==> src/design/wtas_pkg.sv <==
// Package for the wingsail tail angle search: constants, position tables, shared types.
`default_nettype none
package wtas_pkg;

  localparam int NUM_POSITIONS = 53;
  localparam int CENTER        = (NUM_POSITIONS - 1) / 2;
  localparam int J_MAX         = NUM_POSITIONS - 1 - CENTER;
  localparam int IDX_W         = $clog2(NUM_POSITIONS);

  localparam int DIR_W   = 14;
  localparam int ANGLE_W = 6;
  localparam int LIM_W   = 5;
  localparam logic [LIM_W-1:0] LIM_RESET = LIM_W'(13);

  // one turn in 1/16 degree
  localparam int TURN    = 5760;
  localparam int QUARTER = 1440;
  localparam int THETA_W = 13;
  localparam int OFF_W   = 11;

  localparam longint LIFT_MAX_Q12 = 65392;
  localparam longint DRAG_MAX_Q12 = 14837;
  localparam longint CENTER_SQ    = longint'(CENTER) * CENTER;

  localparam longint LIFT_PEAK = (LIFT_MAX_Q12 * J_MAX + CENTER / 2) / CENTER;
  localparam longint DRAG_PEAK = (DRAG_MAX_Q12 * J_MAX * J_MAX + CENTER_SQ / 2) / CENTER_SQ;
  localparam int LIFT_W = $clog2(LIFT_PEAK + 1) + 1;
  localparam int DRAG_W = $clog2(DRAG_PEAK + 1) + 1;

  // Q14 sine / cosine, magnitude at most 25736
  localparam int SIN_W    = 16;
  localparam int PROD_L_W = LIFT_W + SIN_W;
  localparam int PROD_D_W = DRAG_W + SIN_W;
  localparam int F_W      = ((PROD_L_W > PROD_D_W) ? PROD_L_W : PROD_D_W) + 1;

  // signed command before clamping, wide enough for the limit too
  localparam int CMD_W = ((IDX_W > LIM_W) ? IDX_W : LIM_W) + 2;

  // t = round(r * 32768 / 1440) = floor((2048 r + 45) / 90), via reciprocal
  localparam int     MUL_W        = 23;
  localparam int     PROD_W       = 2 * MUL_W;
  localparam int     RECIP_SHIFT  = 29;
  localparam int     RECIP_DIV    = 90;
  localparam longint RECIP_K      = ((longint'(1) << RECIP_SHIFT) + RECIP_DIV - 1) / RECIP_DIV;
  localparam int     RECIP_BIAS   = 45;
  localparam int     Q15_SHIFT    = 15;
  localparam int     T_W          = 16;
  localparam logic [T_W-1:0] SIN_K1 = T_W'(25736);
  localparam logic [T_W-1:0] SIN_K3 = T_W'(10512);
  localparam logic [T_W-1:0] SIN_K5 = T_W'(1160);

  typedef logic [NUM_POSITIONS-1:0][LIFT_W-1:0] lift_rom_t;
  typedef logic [NUM_POSITIONS-1:0][DRAG_W-1:0] drag_rom_t;

  function automatic lift_rom_t lift_rom_init();
    lift_rom_t rom;
    longint    j;
    longint    v;
    rom = '0;
    for (int i = 0; i < NUM_POSITIONS; i++) begin
      j = (i < CENTER) ? longint'(CENTER - i) : longint'(i - CENTER);
      v = (LIFT_MAX_Q12 * j + CENTER / 2) / CENTER;
      rom[i] = (i < CENTER) ? LIFT_W'(v) : LIFT_W'(-v);
    end
    return rom;
  endfunction

  function automatic drag_rom_t drag_rom_init();
    drag_rom_t rom;
    longint    j;
    longint    v;
    rom = '0;
    for (int i = 0; i < NUM_POSITIONS; i++) begin
      j = (i < CENTER) ? longint'(CENTER - i) : longint'(i - CENTER);
      v = (DRAG_MAX_Q12 * j * j + CENTER_SQ / 2) / CENTER_SQ;
      rom[i] = DRAG_W'(-v);
    end
    return rom;
  endfunction

  localparam lift_rom_t LIFT_ROM = lift_rom_init();
  localparam drag_rom_t DRAG_ROM = drag_rom_init();

  typedef enum logic [2:0] {
    ST_IDLE,
    ST_WRAP,
    ST_TRIG,
    ST_SCAN,
    ST_DRAIN,
    ST_RESULT
  } wtas_state_t;

  typedef enum logic [2:0] {
    TS_RECIP,
    TS_SQR,
    TS_INNER,
    TS_MID,
    TS_OUT
  } trig_step_t;

  typedef struct packed {
    logic             capture;
    logic             wrap;
    logic             trig_en;
    trig_step_t       trig_step;
    logic             trig_cos;
    logic             scan_en;
    logic [IDX_W-1:0] scan_idx;
    logic             load_out;
  } wtas_cmd_t;

  typedef struct packed {
    logic wind_ok;
  } wtas_status_t;

endpackage
`default_nettype wire

==> src/design/wingsail_tail_angle_search.sv <==
// Top level of the wingsail tail angle search: controller plus datapath.
//
//  channel | direction | handshake          | payload
//  in_     | input     | in_valid/in_stall   | in_wind_dir, in_wind_valid
//  out_    | output    | out_valid/out_stall | out_tail_angle, out_command_valid
//  cfg_    | input     | cfg_wr_en           | cfg_wr_data (max_command_angle)
//
// A known wind goes from accept to result through wrap, sine and cosine on the one
// shared multiplier, a scan of all NUM_POSITIONS positions, drain and load.
// An unknown wind goes from wrap straight to the load. One transaction is in
// work at a time; the input reopens the cycle after the load, not before.
// The result sits in an output register; the next input is taken while it waits.
// Synchronous active-low reset; the clamp limit resets to 13.
`default_nettype none
module wingsail_tail_angle_search
  import wtas_pkg::*;
(
  input  wire logic                      clk,
  input  wire logic                      rst_n,
  input  wire logic                      in_valid,
  output logic                           in_stall,
  input  wire logic signed [DIR_W-1:0]   in_wind_dir,
  input  wire logic                      in_wind_valid,
  output logic                           out_valid,
  input  wire logic                      out_stall,
  output logic signed [ANGLE_W-1:0]      out_tail_angle,
  output logic                           out_command_valid,
  input  wire logic                      cfg_wr_en,
  input  wire logic [LIM_W-1:0]          cfg_wr_data
);

  wtas_cmd_t    cmd;
  wtas_status_t status;

  wtas_ctrl u_ctrl (
    .clk       (clk),
    .rst_n     (rst_n),
    .in_valid  (in_valid),
    .in_stall  (in_stall),
    .out_valid (out_valid),
    .out_stall (out_stall),
    .status    (status),
    .cmd       (cmd)
  );

  wtas_dp u_dp (
    .clk               (clk),
    .rst_n             (rst_n),
    .cmd               (cmd),
    .status            (status),
    .in_wind_dir       (in_wind_dir),
    .in_wind_valid     (in_wind_valid),
    .cfg_wr_en         (cfg_wr_en),
    .cfg_wr_data       (cfg_wr_data),
    .out_tail_angle    (out_tail_angle),
    .out_command_valid (out_command_valid)
  );

endmodule
`default_nettype wire

==> src/design/wtas_ctrl.sv <==
// Controller state machine: sequences wrap, sine/cosine steps, position scan, drain and result.
`default_nettype none
module wtas_ctrl
  import wtas_pkg::*;
(
  input  wire logic         clk,
  input  wire logic         rst_n,
  input  wire logic         in_valid,
  output logic              in_stall,
  output logic              out_valid,
  input  wire logic         out_stall,
  input  wire wtas_status_t status,
  output wtas_cmd_t         cmd
);

  wtas_state_t      state_r, state_nxt;
  trig_step_t       step_r, step_nxt;
  logic             cos_r, cos_nxt;
  logic [IDX_W-1:0] idx_r, idx_nxt;
  logic             out_valid_r, out_valid_nxt;
  logic             out_free;

  localparam logic [IDX_W-1:0] IDX_LAST = IDX_W'(NUM_POSITIONS - 1);

  assign out_free = !out_valid_r || !out_stall;

  always_comb begin
    state_nxt = state_r;
    step_nxt  = step_r;
    cos_nxt   = cos_r;
    idx_nxt   = idx_r;
    case (state_r)
      ST_IDLE: begin
        if (in_valid) begin
          state_nxt = ST_WRAP;
        end
      end
      ST_WRAP: begin
        if (status.wind_ok) begin
          state_nxt = ST_TRIG;
          step_nxt  = TS_RECIP;
          cos_nxt   = 1'b0;
        end else begin
          state_nxt = ST_RESULT;
        end
      end
      ST_TRIG: begin
        case (step_r)
          TS_RECIP: step_nxt = TS_SQR;
          TS_SQR:   step_nxt = TS_INNER;
          TS_INNER: step_nxt = TS_MID;
          TS_MID:   step_nxt = TS_OUT;
          default: begin
            step_nxt = TS_RECIP;
            if (cos_r) begin
              state_nxt = ST_SCAN;
              idx_nxt   = '0;
            end else begin
              cos_nxt = 1'b1;
            end
          end
        endcase
      end
      ST_SCAN: begin
        idx_nxt = idx_r + 1'b1;
        if (idx_r == IDX_LAST) begin
          state_nxt = ST_DRAIN;
        end
      end
      ST_DRAIN: begin
        state_nxt = ST_RESULT;
      end
      ST_RESULT: begin
        if (out_free) begin
          state_nxt = ST_IDLE;
        end
      end
      default: begin
        state_nxt = ST_IDLE;
      end
    endcase
  end

  always_comb begin
    cmd           = '0;
    cmd.trig_step = step_r;
    cmd.trig_cos  = cos_r;
    cmd.scan_idx  = idx_r;
    in_stall      = 1'b1;
    case (state_r)
      ST_IDLE: begin
        in_stall    = 1'b0;
        cmd.capture = in_valid;
      end
      ST_WRAP:   cmd.wrap     = 1'b1;
      ST_TRIG:   cmd.trig_en  = 1'b1;
      ST_SCAN:   cmd.scan_en  = 1'b1;
      ST_RESULT: cmd.load_out = out_free;
      default: begin
        in_stall = 1'b1;
      end
    endcase
  end

  always_comb begin
    out_valid_nxt = out_valid_r && out_stall;
    if (cmd.load_out) begin
      out_valid_nxt = 1'b1;
    end
  end

  assign out_valid = out_valid_r;

  always_ff @(posedge clk) begin
    if (!rst_n) begin
      state_r     <= ST_IDLE;
      step_r      <= TS_RECIP;
      cos_r       <= 1'b0;
      idx_r       <= '0;
      out_valid_r <= 1'b0;
    end else begin
      state_r     <= state_nxt;
      step_r      <= step_nxt;
      cos_r       <= cos_nxt;
      idx_r       <= idx_nxt;
      out_valid_r <= out_valid_nxt;
    end
  end

endmodule
`default_nettype wire

==> src/design/wtas_dp.sv <==
// Datapath: angle wrap, shared sine multiplier, force scan with best tracking, clamp, output.
`default_nettype none
module wtas_dp
  import wtas_pkg::*;
(
  input  wire logic                      clk,
  input  wire logic                      rst_n,
  input  wire wtas_cmd_t                 cmd,
  output wtas_status_t                   status,
  input  wire logic signed [DIR_W-1:0]   in_wind_dir,
  input  wire logic                      in_wind_valid,
  input  wire logic                      cfg_wr_en,
  input  wire logic [LIM_W-1:0]          cfg_wr_data,
  output logic signed [ANGLE_W-1:0]      out_tail_angle,
  output logic                           out_command_valid
);

  localparam int NEG_W = DIR_W + 1;
  localparam logic signed [NEG_W-1:0] TURN_S     = NEG_W'(TURN);
  localparam logic signed [NEG_W-1:0] TURN2_S    = NEG_W'(2 * TURN);
  localparam logic signed [NEG_W-1:0] NEG_TURN_S = -NEG_W'(TURN);
  localparam logic [THETA_W-1:0] Q1_T = THETA_W'(QUARTER);
  localparam logic [THETA_W-1:0] Q2_T = THETA_W'(2 * QUARTER);
  localparam logic [THETA_W-1:0] Q3_T = THETA_W'(3 * QUARTER);
  localparam logic [OFF_W-1:0]   QUARTER_O = OFF_W'(QUARTER);
  localparam logic [MUL_W-1:0]   RECIP_K_M = MUL_W'(RECIP_K);
  localparam logic [MUL_W-1:0]   BIAS_M    = MUL_W'(RECIP_BIAS);
  localparam logic signed [CMD_W-1:0] CENTER_C = CMD_W'(CENTER);

  logic signed [DIR_W-1:0]   dir_r, dir_nxt;
  logic                      wv_r, wv_nxt;
  logic [1:0]                q_r, q_nxt;
  logic [OFF_W-1:0]          r_r, r_nxt;
  logic [T_W-1:0]            t_r, t_nxt;
  logic [T_W-1:0]            t2_r, t2_nxt;
  logic [T_W-1:0]            acc_r, acc_nxt;
  logic signed [SIN_W-1:0]   sin_r, sin_nxt;
  logic signed [SIN_W-1:0]   cos_r, cos_nxt;
  logic signed [PROD_D_W-1:0] p_drag_r, p_drag_nxt;
  logic signed [PROD_L_W-1:0] p_lift_r, p_lift_nxt;
  logic [IDX_W-1:0]          pidx_r, pidx_nxt;
  logic                      pvld_r, pvld_nxt;
  logic signed [F_W-1:0]     best_f_r, best_f_nxt;
  logic [IDX_W-1:0]          best_idx_r, best_idx_nxt;
  logic [LIM_W-1:0]          lim_r, lim_nxt;
  logic signed [ANGLE_W-1:0] out_tail_r, out_tail_nxt;
  logic                      out_cmd_r, out_cmd_nxt;

  logic signed [NEG_W-1:0]   neg_dir;
  logic signed [NEG_W-1:0]   wrapped;
  logic [THETA_W-1:0]        theta;
  logic [1:0]                quad;
  logic [OFF_W-1:0]          off;
  logic [MUL_W-1:0]          mul_a, mul_b;
  logic [PROD_W-1:0]         prod;
  logic [T_W-1:0]            prod_q15;
  logic signed [SIN_W-1:0]   trig_val;
  logic signed [DRAG_W-1:0]  drag_sel;
  logic signed [LIFT_W-1:0]  lift_sel;
  logic signed [F_W-1:0]     force_x;
  logic signed [CMD_W-1:0]   cmd_raw, lim_s, cmd_clamped;

  // direction negated and wrapped into one turn
  always_comb begin
    neg_dir = NEG_W'(0) - NEG_W'(dir_r);
    if (neg_dir < NEG_TURN_S) begin
      wrapped = neg_dir + TURN2_S;
    end else if (neg_dir < 0) begin
      wrapped = neg_dir + TURN_S;
    end else if (neg_dir >= TURN_S) begin
      wrapped = neg_dir - TURN_S;
    end else begin
      wrapped = neg_dir;
    end
    theta = wrapped[THETA_W-1:0];
  end

  // shared multiplier for the quarter-wave polynomial
  always_comb begin
    quad = q_r + {1'b0, cmd.trig_cos};
    off  = quad[0] ? (QUARTER_O - r_r) : r_r;
    case (cmd.trig_step)
      TS_RECIP: begin
        mul_a = MUL_W'({off, 11'd0}) + BIAS_M;
        mul_b = RECIP_K_M;
      end
      TS_SQR: begin
        mul_a = MUL_W'(t_r);
        mul_b = MUL_W'(t_r);
      end
      TS_INNER: begin
        mul_a = MUL_W'(SIN_K5);
        mul_b = MUL_W'(t2_r);
      end
      TS_MID: begin
        mul_a = MUL_W'(acc_r);
        mul_b = MUL_W'(t2_r);
      end
      TS_OUT: begin
        mul_a = MUL_W'(acc_r);
        mul_b = MUL_W'(t_r);
      end
      default: begin
        mul_a = '0;
        mul_b = '0;
      end
    endcase
    prod     = PROD_W'(mul_a) * PROD_W'(mul_b);
    prod_q15 = prod[Q15_SHIFT+T_W-1:Q15_SHIFT];
    trig_val = quad[1] ? -$signed(prod_q15) : $signed(prod_q15);
  end

  always_comb begin
    drag_sel = $signed(DRAG_ROM[cmd.scan_idx]);
    lift_sel = $signed(LIFT_ROM[cmd.scan_idx]);
    force_x  = F_W'(p_drag_r) - F_W'(p_lift_r);
  end

  always_comb begin
    cmd_raw = CENTER_C - $signed(CMD_W'(best_idx_r));
    lim_s   = $signed(CMD_W'(lim_r));
    if (cmd_raw > lim_s) begin
      cmd_clamped = lim_s;
    end else if (cmd_raw < -lim_s) begin
      cmd_clamped = -lim_s;
    end else begin
      cmd_clamped = cmd_raw;
    end
  end

  always_comb begin
    dir_nxt      = dir_r;
    wv_nxt       = wv_r;
    q_nxt        = q_r;
    r_nxt        = r_r;
    t_nxt        = t_r;
    t2_nxt       = t2_r;
    acc_nxt      = acc_r;
    sin_nxt      = sin_r;
    cos_nxt      = cos_r;
    p_drag_nxt   = p_drag_r;
    p_lift_nxt   = p_lift_r;
    pidx_nxt     = cmd.scan_idx;
    pvld_nxt     = cmd.scan_en;
    best_f_nxt   = best_f_r;
    best_idx_nxt = best_idx_r;
    lim_nxt      = lim_r;
    out_tail_nxt = out_tail_r;
    out_cmd_nxt  = out_cmd_r;

    if (cfg_wr_en) begin
      lim_nxt = cfg_wr_data;
    end

    if (cmd.capture) begin
      dir_nxt = in_wind_dir;
      wv_nxt  = in_wind_valid;
    end

    if (cmd.wrap) begin
      if (theta >= Q3_T) begin
        q_nxt = 2'd3;
        r_nxt = OFF_W'(theta - Q3_T);
      end else if (theta >= Q2_T) begin
        q_nxt = 2'd2;
        r_nxt = OFF_W'(theta - Q2_T);
      end else if (theta >= Q1_T) begin
        q_nxt = 2'd1;
        r_nxt = OFF_W'(theta - Q1_T);
      end else begin
        q_nxt = 2'd0;
        r_nxt = OFF_W'(theta);
      end
    end

    if (cmd.trig_en) begin
      case (cmd.trig_step)
        TS_RECIP: t_nxt   = prod[RECIP_SHIFT+T_W-1:RECIP_SHIFT];
        TS_SQR:   t2_nxt  = prod_q15;
        TS_INNER: acc_nxt = SIN_K3 - prod_q15;
        TS_MID:   acc_nxt = SIN_K1 - prod_q15;
        default: begin
          if (cmd.trig_cos) begin
            cos_nxt = trig_val;
          end else begin
            sin_nxt = trig_val;
          end
        end
      endcase
    end

    if (cmd.scan_en) begin
      p_drag_nxt = drag_sel * cos_r;
      p_lift_nxt = lift_sel * sin_r;
    end

    // first maximum wins
    if (pvld_r && ((pidx_r == '0) || (force_x > best_f_r))) begin
      best_f_nxt   = force_x;
      best_idx_nxt = pidx_r;
    end

    if (cmd.load_out) begin
      out_cmd_nxt  = wv_r;
      out_tail_nxt = wv_r ? ANGLE_W'(cmd_clamped) : '0;
    end
  end

  always_ff @(posedge clk) begin
    dir_r      <= dir_nxt;
    wv_r       <= wv_nxt;
    q_r        <= q_nxt;
    r_r        <= r_nxt;
    t_r        <= t_nxt;
    t2_r       <= t2_nxt;
    acc_r      <= acc_nxt;
    sin_r      <= sin_nxt;
    cos_r      <= cos_nxt;
    p_drag_r   <= p_drag_nxt;
    p_lift_r   <= p_lift_nxt;
    pidx_r     <= pidx_nxt;
    best_f_r   <= best_f_nxt;
    best_idx_r <= best_idx_nxt;
    out_tail_r <= out_tail_nxt;
    out_cmd_r  <= out_cmd_nxt;
  end

  always_ff @(posedge clk) begin
    if (!rst_n) begin
      pvld_r <= 1'b0;
      lim_r  <= LIM_RESET;
    end else begin
      pvld_r <= pvld_nxt;
      lim_r  <= lim_nxt;
    end
  end

  assign status.wind_ok    = wv_r;
  assign out_tail_angle    = out_tail_r;
  assign out_command_valid = out_cmd_r;

endmodule
`default_nettype wire

==> config.mk <==
export PLATFORM = sky130hd
export DESIGN_NAME = wingsail_tail_angle_search
export DESIGN_NICKNAME = d
export VERILOG_FILES = /design/src/design/wtas_pkg.sv /design/src/design/wingsail_tail_angle_search.sv /design/src/design/wtas_ctrl.sv /design/src/design/wtas_dp.sv
export SDC_FILE = /design/constraint.sdc
export NUM_CORES = 2
export LEC_CHECK = 0
export ABC_AREA = 1
export BUFFER_PORTS_ARGS = -buffer_cell sky130_fd_sc_hd__buf_2
export CORE_ASPECT_RATIO = 0.9
export CORE_UTILIZATION = 50
export DETAILED_ROUTE_END_ITERATION = 7
export HOLD_SLACK_MARGIN = 0.06
export PLACE_DENSITY = 0.65
export REMOVE_ABC_BUFFERS = 1
export SLEW_MARGIN = 15
export SYNTH_ARGS = -nofsm -noshare
export SYNTH_HDL_FRONTEND = slang
export SYNTH_SLANG_ARGS = --single-unit
==> constraint.sdc <==
create_clock -name clk -period 14.24 [get_ports clk]
set_input_delay 1.424 -clock clk [delete_from_list [all_inputs] [get_ports clk]]
set_output_delay 1.424 -clock clk [all_outputs]
set_load 0.01 [all_outputs]
Word-level counts from Yosys, hierarchy flattened
Memories as Yosys holds them, arrays and structs flattened. A register that Yosys moved wholly into a read port is not among the register bits.
Index checks and enable logic that the tools add are counted.
Storage, ports and cells
  bits in registers: 245
  bits in latches: 0
  bits in writable memories: 0
  memory bits (read-only): 2048
  logic and storage cells: 147
  memories: 2
Memory list
  (no name shown): words 64, bits a word 17, read ports 1, clocked after Yosys merged registers in 1, write ports 0, RTL line wtas_dp.sv:115  | lift_sel = $signed(LIFT_ROM[cmd.scan_idx]);
  (no name shown): words 64, bits a word 15, read ports 1, clocked after Yosys merged registers in 1, write ports 0, RTL line wtas_dp.sv:114  | drag_sel = $signed(DRAG_ROM[cmd.scan_idx]);
Cells by class
  $add $sub $neg: 17
  multiply operators: 3
  divide/modulo/power cells: 0
  order comparisons: 10
  equality and inequality tests: 16
  shifts and indexed selects: 0
  muxes and demuxes: 44
  bitwise operators: 3
  reduce and logical (&&, ||, !) cells: 27
Operator list (number)
  one-hot mux 23 bit (4 select lines): 1
  one-hot mux 23 bit (3 select lines): 1
  multiplier 23 x 23 -> 45 bit: 1
  2-to-1 mux 11 bit: 4
  2-to-1 mux 6 bit: 7
  2-to-1 mux 13 bit: 3
  > comparator 34 bit: 1
  subtractor 31 x 33 -> 34 bit: 1
  multiplier 17 x 16 -> 33 bit: 1
  one-hot mux 16 bit (2 select lines): 1
  multiplier 15 x 16 -> 31 bit: 1
  adder 13 bit, second input constant: 2
  adder 22 x 6 -> 23 bit, second input constant: 1
  2-to-1 mux 3 bit: 7
  one-hot mux 3 bit (6 select lines): 1
  2-to-1 mux 17 bit: 1
  2-to-1 mux 16 bit: 1
  negator 16 bit: 1
  subtractor 14 x 16 -> 16 bit, first input constant: 1
  subtractor 15 x 16 -> 16 bit, first input constant: 1
  >= comparator 15 x 14 -> 1 bit, second input constant: 1
  less-than comparator 15 x 1 -> 1 bit, second input constant: 1
  less-than comparator 15 x 14 -> 1 bit, second input constant: 1
  2-to-1 mux 15 bit: 1
  40 further kinds: 78

Longest topological paths before layout
  depth in word-level cells: 9
  depth in mapped cells: 44

Cells and area by module
From an unflattened synthesis, not the netlist that was laid out.
Unflattened totals
  cells, all modules: 5869
  area total of the unflattened synthesis: 49447.4 um2
Modules (own cells, without submodules)
  wtas_dp: times used 1, cells each 5736, area an instance 48615.4 um2
  wtas_ctrl: times used 1, cells each 133, area an instance 832.0 um2

Worst setup path after synthesis
OpenSTA, ideal clock, no wires.
  path type: reg-to-reg
  start point: reg u_dp.q_r[0]
  end point: reg u_dp.acc_r[12] (data pin)
  setup time: 0.253 ns
  data arrival time: 8.320 ns
  required time: 13.987 ns
  path slack: 5.667 ns
  cell stages (with the launch flop): 41
  clock period less this slack: 8.573 ns
  path through: edfxtp_1 ha_1 clkbuf_1 inv_1 or2_2 a21oi_1 nor2_1 inv_1 clkbuf_1 nand2_1 fa_1 inv_1 fa_1 inv_1 fa_1 fa_1 inv_1 fa_1 (+5 left out) clkbuf_1 nand2_1 nor2_1 inv_1 nor4_1 nand2_1 nand2_1 nand2_1 nand2_1 xor2_1 inv_1 ha_1 nand3_1 inv_1 a21oi_1 nand3_1 nand2_1 nand2_1
On the way
  cells in the longest elaborated chain, start to end: 7
  elaborated cells between the ends (all ways): 8
Ends and longest elaborated chain
  start: declaration: RTL line wtas_dp.sv:32  | logic [1:0] q_r, q_nxt;
  start signal: assignment: RTL line wtas_dp.sv:212  | q_r <= q_nxt;
  adder 2 x 1 -> 2 bit (*): RTL line wtas_dp.sv:80  | quad = q_r + {1'b0, cmd.trig_cos};
  2-to-1 mux 11 bit (*): RTL line wtas_dp.sv:81  | off = quad[0] ? (QUARTER_O - r_r) : r_r;
  adder 22 x 6 -> 23 bit (*): RTL line wtas_dp.sv:84  | mul_a = MUL_W'({off, 11'd0}) + BIAS_M;
  one-hot mux 23 bit (4 select lines) (*): RTL line wtas_dp.sv:82  | case (cmd.trig_step)
  multiplier 23 x 23 -> 45 bit (*): RTL line wtas_dp.sv:108  | prod = PROD_W'(mul_a) * PROD_W'(mul_b);
  net u_dp.prod[26]: RTL line wtas_dp.sv:55  | logic [PROD_W-1:0] prod;
  subtractor 15 x 16 -> 16 bit / subtractor 14 x 16 -> 16 bit (equally long branches): RTL line wtas_dp.sv:181, wtas_dp.sv:180
  one-hot mux 16 bit (2 select lines) (*): RTL line wtas_dp.sv:177  | case (cmd.trig_step)
  end signal: assignment: RTL line wtas_dp.sv:216  | acc_r <= acc_nxt;
  end: declaration: RTL line wtas_dp.sv:36  | logic [T_W-1:0] acc_r, acc_nxt;
The timed path passes the listed nets; every way through them passes the cells marked *.
A chain may end at the register's enable or synchronous reset.

Final worst setup path
  start point: reg u_ctrl.step_r[1]
  end point: reg u_dp.acc_r[12] (data pin)
On the way
  cells in the longest elaborated chain, start to end: 6
  elaborated cells between the ends (all ways): 14
Ends and longest elaborated chain
  start: declaration: RTL line wtas_ctrl.sv:17  | trig_step_t step_r, step_nxt;
  start signal: assignment: RTL line wtas_ctrl.sv:123  | step_r <= step_nxt;
  equality test 3 x 2 -> 1 bit, or another cell as far along: RTL line wtas_dp.sv:82
  OR reduction 2 bit (no line)
  one-hot mux 23 bit (4 select lines) / one-hot mux 23 bit (3 select lines) (equally long branches): RTL line wtas_dp.sv:82
  multiplier 23 x 23 -> 45 bit (*): RTL line wtas_dp.sv:108
  net u_dp.prod[26]: RTL line wtas_dp.sv:55
  subtractor 15 x 16 -> 16 bit / subtractor 14 x 16 -> 16 bit (equally long branches): RTL line wtas_dp.sv:181, wtas_dp.sv:180
  one-hot mux 16 bit (2 select lines) (*): RTL line wtas_dp.sv:177
Marks and branches as above.

==> metrics.txt <==
Main synth FF type=edfxtp_1; WL met2=61100 um; min Tclk post-route=10.00 ns; CP endpoint kind=register; I/O pins=34; remaining global-route overflow=0; R2R Path Start=u_ctrl.step_r[1]; slowest CP cell=a221o_1; Max Root-Sink Buffers=3; WL met3=8820 um; sequential area share after synthesis=15.3%; routed wire length per instance=17.6 um; vias per cell=5.16; syn avg cell area=8.38 sq um; Final ANT Viol Nets=0; Initial Util=50.5%; ys async rst share=0%; Max Freq=100 MHz; GPL Wtd Cong=0.995; # rows=110; n_diodes=0; Max Clock Skew=0.0210 ns; status=finished, final reports clean; FF-to-FF path depth=38; # DRC=0; Initial DRC Count=2986; setup_tns=0 ns; post-CTS setup buffers=0; Layout Cells excl Fill=7442; Area contributors post-synth=fa_1 (35%), edfxtp_1 (13%), inv_1 (12%), ha_1 (12%), nand2_1 (9.2%); multi-input logic area=0.0364 sq mm; Startpoint Class=register; area of the core=0.100 sq mm; Max Cap Viol=0; hold path start=u_ctrl.idx_r[5]; Die Footprint=0.102 sq mm; post-placement cell count=7387; Gate Count Post-Synth=6028; EDFF count, synth=219; Layout Area Growth over Synthesis=5.85%; CP required=14.58 ns; Post-Syn Area=0.0505 sq mm; worst flop-to-flop path endpoint=u_dp.acc_r[12]; Reg2Reg Setup Slack=4.24 ns; First-pass DRT Iterations=6; largest area contributor in the netlist=fa_1; Worst Path Buf+Inv=11; Metal-1 WL=56900 um; clock sinks=277; Resize count post-CTS=0; worst rel slew slack=15.2%; die height=304 um; Top Layer Used=met4; Final HPWL DP=109000 um; Reg area=0.00774 sq mm; critical path arrival=10.34 ns; CTS tree=done; clk root buf=clkbuf_16; Fin. Hold Viols=0; CP peak stage delay=0.79 ns; first-pass GRT wire length=213000 um; Worst-Margin Slew=1.26 ns; largest net degree at the start of global routing=69; layout cells sized above 1=3.71%; Hold Path Cell Cnt=0; final period utilization=70.3%; Post-synth top cells=inv_1 (1622), nand2_1 (1232), fa_1 (883); via count=38405; FILL cells=9473; H-tree lvl count=1; vias in the first global route=39912; most numerous cell in the Yosys netlist=inv_1; clock slew at reported path FFs=0.07 ns; RSZ-0062 raised after global routing=no; WHS Endpoint=u_dp.pidx_r[5]; yosys warns=0; WL final=131000 um; final setup fails=0; post-synth cell types=70; # hold bufs at CTS=0; Slew Viols, Final=0; post-synth top area share=35.0%; CP delay by family, top=adder cells; Die Wd=337 um; Min-Delay Path Class=reg2reg; PortBufs=33; critical path's most frequent cell=inv_1; antenna violations before repair=0; Final nets=7459; all-layer global routing usage=26.6%; CTS Buf Count=30; CP Max Fanout=18; Seq cells post-synth=277; Worst-Skew Late Latency=0.59 ns; WS Path Type=reg2reg
## stage by stage
| stage | util, % | area, sq um | setup slack (ns) | hold slack [ns] |
|---|---|---|---|---|
| 2_1_floorplan | - | 50300 | 5.29 | 0.362 |
| 5_1_grt | 53.4 | 53500 | 3.64 | 0.414 |
| 3_5_place_dp | 52.5 | 52500 | 4.34 | 0.395 |
| 3_3_place_gp | 52.5 | 52500 | 4.63 | 0.401 |
| 6_report | 53.4 | 53500 | 4.24 | 0.403 |
| 4_1_cts | 53.4 | 53500 | 4.33 | 0.406 |
## layout make-up
| class | instances | share of cell area [%] |
|---|---|---|
| Inverter | 1640 | 11.5 |
| Multi-Input combinational cell | 4047 | 68.1 |
| Clock buffer | 37 | 1.53 |
| Clock inverter | 18 | 0.276 |
| Sequential cell | 277 | 14.5 |
| Timing Repair Buffer | 79 | 0.955 |
| Tap cell | 1344 | 3.14 |
## layer usage
| metal | up-vias | GRT usage [%] |
|---|---|---|
| met2 | 1257 | 44.3 |
| li1 | 18117 | - |
| met4 | 0 | 7.12 |
| met5 | - | 0 |
| met3 | 243 | 4.17 |
| met1 | 18788 | 36.1 |
## registers in the layout (all words and copies together) (netlist names), 11 cells and up
register       flops
u_dp.best_f_r     34
u_dp.p_lift_r     33
u_dp.p_drag_r     31
u_dp.lift_sel     17
u_dp.acc_r        16
u_dp.cos_r        16
u_dp.sin_r        16
u_dp.t2_r         16
u_dp.t_r          16
u_dp.drag_sel     15
u_dp.dir_r        14
u_dp.r_r          11
## worst max-delay path by stage
stage / cells past startpoint / startpoint / slack, ns / to
after floorplan: 34 / u_ctrl.step_r[1] / 5.29 / u_dp.acc_r[12]
after CTS: 38 / u_ctrl.step_r[1] / 4.33 / u_dp.acc_r[12]
final: 38 / u_ctrl.step_r[1] / 4.24 / u_dp.acc_r[12]
after global placement: 39 / u_ctrl.step_r[1] / 4.63 / u_dp.acc_r[13]
after global routing: 36 / u_ctrl.step_r[1] / 3.64 / u_dp.acc_r[14]
after detailed placement: 35 / u_ctrl.step_r[1] / 4.34 / u_dp.acc_r[12]
## placed cells by master (no fill, tap or decap), types with 84 or more instances in the layout
cell type     n
nand3_1     150
nand2_1    1232
a21oi_1     221
xor2_1      112
ha_1        476
fa_1        883
nor2_1      327
conb_1       84
inv_1      1622
edfxtp_1    219
o21ai_0     168
## cell families (layout without fill, tap and decap cells)
kind of cell	after synthesis	in the layout	synth area share, %
AND/OR/NAND/NOR	1878	1878	15.2
buffers and inverters	1786	1774	13.3
flip-flops	277	277	15.3
adder cells (fa/ha/maj)	1359	1359	46.8
AO/OA/AOI/OAI	559	559	6.44
XOR/XNOR	167	167	2.98
other	2	84	0.0149
Power is left out: the tool's default activity adds up to more than one toggle a clock period on the data nets, which glitch-free logic cannot reach.
